$ cat src/pcvx_pkg.sv
// shared types and constants for the polygon convexity test
`default_nettype none

package pcvx_pkg;

    // default coordinate width
    localparam int COORD_WIDTH_DEF = 16;

    // vertex counter, saturates at SEEN_SAT, past the point where the closing products become possible
    localparam int SEEN_W = 3;
    localparam logic [SEEN_W-1:0] SEEN_V0  = 3'd0;
    localparam logic [SEEN_W-1:0] SEEN_V1  = 3'd1;
    localparam logic [SEEN_W-1:0] SEEN_V2  = 3'd2;
    localparam logic [SEEN_W-1:0] SEEN_V3  = 3'd3;
    localparam logic [SEEN_W-1:0] SEEN_SAT = 3'd4;

    // per-beat control that rides along with the captured vertices
    typedef struct packed {
        logic last;        // final vertex of the polygon
        logic has_main;    // triple older, newer, current is valid
        logic main_first;  // that triple is v0, v1, v2
        logic closing;     // the two wrap-around triples are valid
    } vtx_ctrl_t;

endpackage

`default_nettype wire

$ cat src/pcvx_front.sv
// vertex tracking and input register: captures the points of up to three triples
`default_nettype none

module pcvx_front #(
    parameter int COORD_WIDTH = pcvx_pkg::COORD_WIDTH_DEF
) (
    input  wire                           aclk,
    input  wire                           aresetn,
    input  wire                           s_valid,
    output logic                          s_ready,
    input  wire signed [COORD_WIDTH-1:0]  s_vert_x,
    input  wire signed [COORD_WIDTH-1:0]  s_vert_y,
    input  wire                           s_final_vertex,
    input  wire                           st2_ready,
    output logic                          st1_valid,
    output pcvx_pkg::vtx_ctrl_t           st1_ctrl,
    output logic signed [COORD_WIDTH-1:0] old_x,
    output logic signed [COORD_WIDTH-1:0] old_y,
    output logic signed [COORD_WIDTH-1:0] new_x,
    output logic signed [COORD_WIDTH-1:0] new_y,
    output logic signed [COORD_WIDTH-1:0] cur_x,
    output logic signed [COORD_WIDTH-1:0] cur_y,
    output logic signed [COORD_WIDTH-1:0] v0_x,
    output logic signed [COORD_WIDTH-1:0] v0_y,
    output logic signed [COORD_WIDTH-1:0] v1_x,
    output logic signed [COORD_WIDTH-1:0] v1_y
);
    import pcvx_pkg::*;

    logic [SEEN_W-1:0]             seen_reg, seen_next;
    logic signed [COORD_WIDTH-1:0] first_x_reg, first_y_reg;
    logic signed [COORD_WIDTH-1:0] second_x_reg, second_y_reg;
    logic signed [COORD_WIDTH-1:0] older_x_reg, older_y_reg;
    logic signed [COORD_WIDTH-1:0] newer_x_reg, newer_y_reg;
    logic                          valid1_reg, valid1_next;
    vtx_ctrl_t                     ctrl1_reg, ctrl1_next;
    logic signed [COORD_WIDTH-1:0] p_old_x_reg, p_old_y_reg;
    logic signed [COORD_WIDTH-1:0] p_new_x_reg, p_new_y_reg;
    logic signed [COORD_WIDTH-1:0] p_cur_x_reg, p_cur_y_reg;
    logic signed [COORD_WIDTH-1:0] p_v0_x_reg, p_v0_y_reg;
    logic signed [COORD_WIDTH-1:0] p_v1_x_reg, p_v1_y_reg;
    logic                          accept;
    logic                          past_two;

    // input register frees up whenever the product stage takes its beat
    assign s_ready  = !valid1_reg || st2_ready;
    assign accept   = s_valid && s_ready;
    assign past_two = (seen_reg != SEEN_V0) && (seen_reg != SEEN_V1);

    // control for the captured beat
    always_comb begin
        ctrl1_next.last       = s_final_vertex;
        ctrl1_next.has_main   = past_two;
        ctrl1_next.main_first = (seen_reg == SEEN_V2);
        ctrl1_next.closing    = s_final_vertex && past_two && (seen_reg != SEEN_V2);
    end

    // vertex counter, cleared by the final vertex
    always_comb begin
        seen_next = seen_reg;
        if (accept) begin
            if (s_final_vertex) begin
                seen_next = SEEN_V0;
            end else if (seen_reg != SEEN_SAT) begin
                seen_next = seen_reg + SEEN_W'(1);
            end
        end
    end

    always_comb begin
        valid1_next = valid1_reg;
        if (accept) begin
            valid1_next = 1'b1;
        end else if (st2_ready) begin
            valid1_next = 1'b0;
        end
    end

    // control state
    always_ff @(posedge aclk) begin
        if (!aresetn) begin
            seen_reg   <= SEEN_V0;
            valid1_reg <= 1'b0;
            ctrl1_reg  <= '0;
        end else begin
            seen_reg   <= seen_next;
            valid1_reg <= valid1_next;
            if (accept) begin
                ctrl1_reg <= ctrl1_next;
            end
        end
    end

    // vertex history and captured points
    always_ff @(posedge aclk) begin
        if (accept) begin
            if (seen_reg == SEEN_V0) begin
                first_x_reg <= s_vert_x;
                first_y_reg <= s_vert_y;
            end
            if (seen_reg == SEEN_V1) begin
                second_x_reg <= s_vert_x;
                second_y_reg <= s_vert_y;
            end
            older_x_reg <= newer_x_reg;
            older_y_reg <= newer_y_reg;
            newer_x_reg <= s_vert_x;
            newer_y_reg <= s_vert_y;
            p_old_x_reg <= older_x_reg;
            p_old_y_reg <= older_y_reg;
            p_new_x_reg <= newer_x_reg;
            p_new_y_reg <= newer_y_reg;
            p_cur_x_reg <= s_vert_x;
            p_cur_y_reg <= s_vert_y;
            p_v0_x_reg  <= first_x_reg;
            p_v0_y_reg  <= first_y_reg;
            p_v1_x_reg  <= second_x_reg;
            p_v1_y_reg  <= second_y_reg;
        end
    end

    assign st1_valid = valid1_reg;
    assign st1_ctrl  = ctrl1_reg;
    assign old_x     = p_old_x_reg;
    assign old_y     = p_old_y_reg;
    assign new_x     = p_new_x_reg;
    assign new_y     = p_new_y_reg;
    assign cur_x     = p_cur_x_reg;
    assign cur_y     = p_cur_y_reg;
    assign v0_x      = p_v0_x_reg;
    assign v0_y      = p_v0_y_reg;
    assign v1_x      = p_v1_x_reg;
    assign v1_y      = p_v1_y_reg;

endmodule

`default_nettype wire

$ cat config.mk
export PLATFORM = sky130hd
export DESIGN_NAME = pcvx_front
export DESIGN_NICKNAME = d
export VERILOG_FILES = /design/src/pcvx_pkg.sv /design/src/pcvx_front.sv
export SDC_FILE = /design/constraint.sdc
export NUM_CORES = 1
export LEC_CHECK = 0
export BUFFER_PORTS_ARGS = -buffer_cell sky130_fd_sc_hd__buf_4
export CORE_UTILIZATION = 30
export DETAILED_ROUTE_END_ITERATION = 16
export MAX_ROUTING_LAYER = met4
export PLACE_DENSITY = 0.63
export SLEW_MARGIN = 20
export SYNTH_ARGS = -nofsm -noshare
export SYNTH_HDL_FRONTEND = slang
export SYNTH_SLANG_ARGS = --single-unit
$ cat constraint.sdc
create_clock -name aclk -period 6.9 [get_ports aclk]
set_input_delay 1.38 -clock aclk [delete_from_list [all_inputs] [get_ports aclk]]
set_output_delay 1.38 -clock aclk [all_outputs]
set_load 0.02 [all_outputs]
==> impl_metrics.json <==
{
  "slowest_stage": "nor2b_4",
  "post-route-util_pct": 41.8,
  "cts_root_buffer": "clkbuf_16",
  "start_kind": "input pin",
  "crit_buf_inv": 3,
  "cts_hold_buffers": 0,
  "drt-total-wl_um": 13400,
  "place_area_sq_um": 9110,
  "endpoint": "s_ready",
  "antenna_found_initial": 0,
  "crit_family": "buffers and inverters",
  "areaGrowthSynthToFinish_pct": 37.0,
  "finalCritPeriodShare_pct": 47.7,
  "cts_setup_buffers": 0,
  "n_antenna_cell": 0,
  "die_y_um": 157,
  "avgSynthCellArea_sq_um": 26.0,
  "grt.total_usage_pct": 10.7,
  "cp-startpoint": "st2_ready",
  "h-tree-depth": 1,
  "synthTopCellsByCount": "edfxtp_1, dfxtp_1, inv_1",
  "final-setup-viol-count": 0,
  "rr_endpoint": "cur_x[2]",
  "cts.sinks": 232,
  "synth_largest_area_cell": "edfxtp_1",
  "seq_area_frac_synth_pct": 96.1,
  "synthArstFlopShare_pct": 0,
  "endpoint_kind": "output port",
  "coreArea_sq_um": 23500,
  "grt_max_degree": 103,
  "pin_count": 203,
  "drt_pre_antenna_iters": 4,
  "p_leak_nw": 3.67,
  "rows": 56,
  "rsz0062_at_grt": "no",
  "place_ws_ps": 3160,
  "cp.depth": 4,
  "power_frac_seq_pct": 54.5,
  "postRouteAntennaNets": 0,
  "p_per_area_nw_per_um2": 311,
  "required_ps": 5520,
  "vias_per_cell": 4.06,
  "yosysWarnings": 0,
  "dpl.hpwl_um": 8750,
  "layout_min_cycle_time_ps": 3290,
  "syn_nets": 317,
  "grt_pass1_wl_um": 19300,
  "setup_ws_ps": 3610,
  "cts_tree": "yes",
  "die_w_um": 157,
  "tightest_slew_ps": 925,
  "clock_latency_ps": 500,
  "fin_skew_ps": 10.2,
  "hp-class": "flip-flop to flip-flop",
  "synth_ff_type": "edfxtp_1",
  "worstPathArrival_ps": 1910,
  "vdd_drop_max_uv": 144,
  "drc": 0,
  "hold_violations": 0,
  "n_fill_cell": 2052,
  "vias": 3408,
  "ctsResizeCount": 0,
  "synth_edf_count": 224,
  "stdcell_area_sq_um": 9820,
  "r2r_cells": 5,
  "slew_headroom_pct": 38.3,
  "start_util_pct": 30.5,
  "path_cells": "buf_4 > nor2b_4 > inv_4 > buf_4",
  "setup_tns_ps": 0,
  "synth.distinct_cells": 24,
  "r2r-start": "st1_valid",
  "drv_slew": 0,
  "grt_pass1_vias": 3472,
  "avgRoutedWirePerCell_um": 16.0,
  "cts_buffer_depth": 3,
  "die-area_sq_um": 24500,
  "critPathMaxStageDelay_ps": 170,
  "p_sw_share_pct": 21.4,
  "drt_iter0_drc": 218,
  "fmax_ghz": 0.304,
  "synthCells": 276,
  "drive_above_1_share_pct": 46.7,
  "path_class": "input pin to output port",
  "synthesis.area_sq_um": 7170,
  "drv_cap": 0,
  "rrSetupSlack_ps": 4240,
  "gr-total-overflow": 0,
  "status": "complete, no violations",
  "p_int_w": 0.00240,
  "synth_top_area_share_pct": 93.9,
  "p_comb_share_pct": 7.4,
  "switchingPower_w": 0.000653,
  "cts_buffers": 23,
  "ys_ff_latch": 232,
  "cp_common_cell": "buf_4",
  "cp_max_fo": 9,
  "synth_most_common_cell": "edfxtp_1",
  "nNetsFinal": 545,
  "p_clk_share_pct": 38.2,
  "gp_congestion": 0.837,
  "path_clk_slew_ps": 60,
  "synth.area.top_cells": "edfxtp_1, dfxtp_1, ha_1",
  "io_buffers": 202
}
## worst min-delay path by stage
stage / from / end / slack, ps / cells after the start
global route: first_y_reg[4] / v0_y[4] / 420 / 0
finish: first_y_reg[4] / v0_y[4] / 410 / 0
global placement: second_y_reg[1] / v1_y[1] / 400 / 0
detailed placement: first_x_reg[0] / v0_x[0] / 400 / 0
CTS: first_y_reg[4] / v0_y[4] / 410 / 0
floorplan: first_x_reg[0] / v0_x[0] / 400 / 0
## metal layers
metal  vias up  share of wire, %  GRT usage [%]
met4         0               1.8           3.83
met3        26               8.2           3.27
met5         -                 0              -
met2       143                51           18.4
li1       1559                 -              -
met1      1680                39           11.6
## area by class of cell
| class | instances | area, sq um | share of cell area, % |
|---|---|---|---|
| clock buffers | 26 | 587 | 5.98 |
| clock inverters | 15 | 123 | 1.25 |
| inverters | 8 | 37.5 | 0.382 |
| multi-input cells | 34 | 246 | 2.51 |
| flip-flops and latches | 232 | 6890 | 70.1 |
| well taps | 319 | 399 | 4.07 |
| repair buffers | 205 | 1540 | 15.7 |
## worst register-to-register path: cells and delay by family, from the launching register on
kind,cells,cell delay [ps]
and+or+nand+nor,2,330
buffers and inverters,3,1610
DFF,1,310
## cells in the final DEF (no fill, tap or decap)
master	n
a211oi_2	1
a21oi_1	6
a311oi_1	1
a31oi_1	1
and3_1	1
buf_4	205
bufinv_16	2
clkbuf_1	3
clkbuf_16	23
clkinv_1	6
clkinv_2	5
clkinvlp_4	2
dfxtp_1	8
edfxtp_1	224
ha_1	4
inv_1	6
inv_4	1
inv_6	1
nand2_1	4
nand3_1	2
nand4b_1	1
nor2_1	2
nor2b_4	1
nor3_1	1
nor3_2	1
nor3b_2	1
o2111ai_1	1
o21ai_0	3
o221a_1	1
o22ai_1	1
o32ai_1	1
## power by group through the flow
stage	logic, W	clock network, W	registers [W]
after floorplan	0.0000329	0	0.00177
after global placement	0.000224	0	0.00169
after detailed placement	0.000229	0	0.00170
after CTS	0.000229	0.00120	0.00167
after global routing	0.000238	0.00126	0.00167
final	0.000225	0.00117	0.00166
## cell families (layout without fill, tap and decap cells)
| group | Yosys count | count (layout) | synth area share [%] |
|---|---|---|---|
| AO/OA/AOI/OAI | 16 | 16 | 1.50 |
| adder cells (fa/ha/maj) | 4 | 4 | 0.698 |
| buffers and inverters | 10 | 254 | 0.594 |
| flip-flops | 232 | 232 | 96.1 |
| AND/OR/NAND/NOR | 14 | 14 | 1.10 |
## metrics by stage
step           total power, W  instances  hold slack [ps]
3_3_place_gp          0.00192        798              400
6_report              0.00306        839              413
5_1_grt               0.00317        839              419
4_1_cts               0.00310        839              414
3_5_place_dp          0.00192        798              405
2_1_floorplan         0.00180        276              400
No activity file was read; power rests on OpenSTA's default activity.
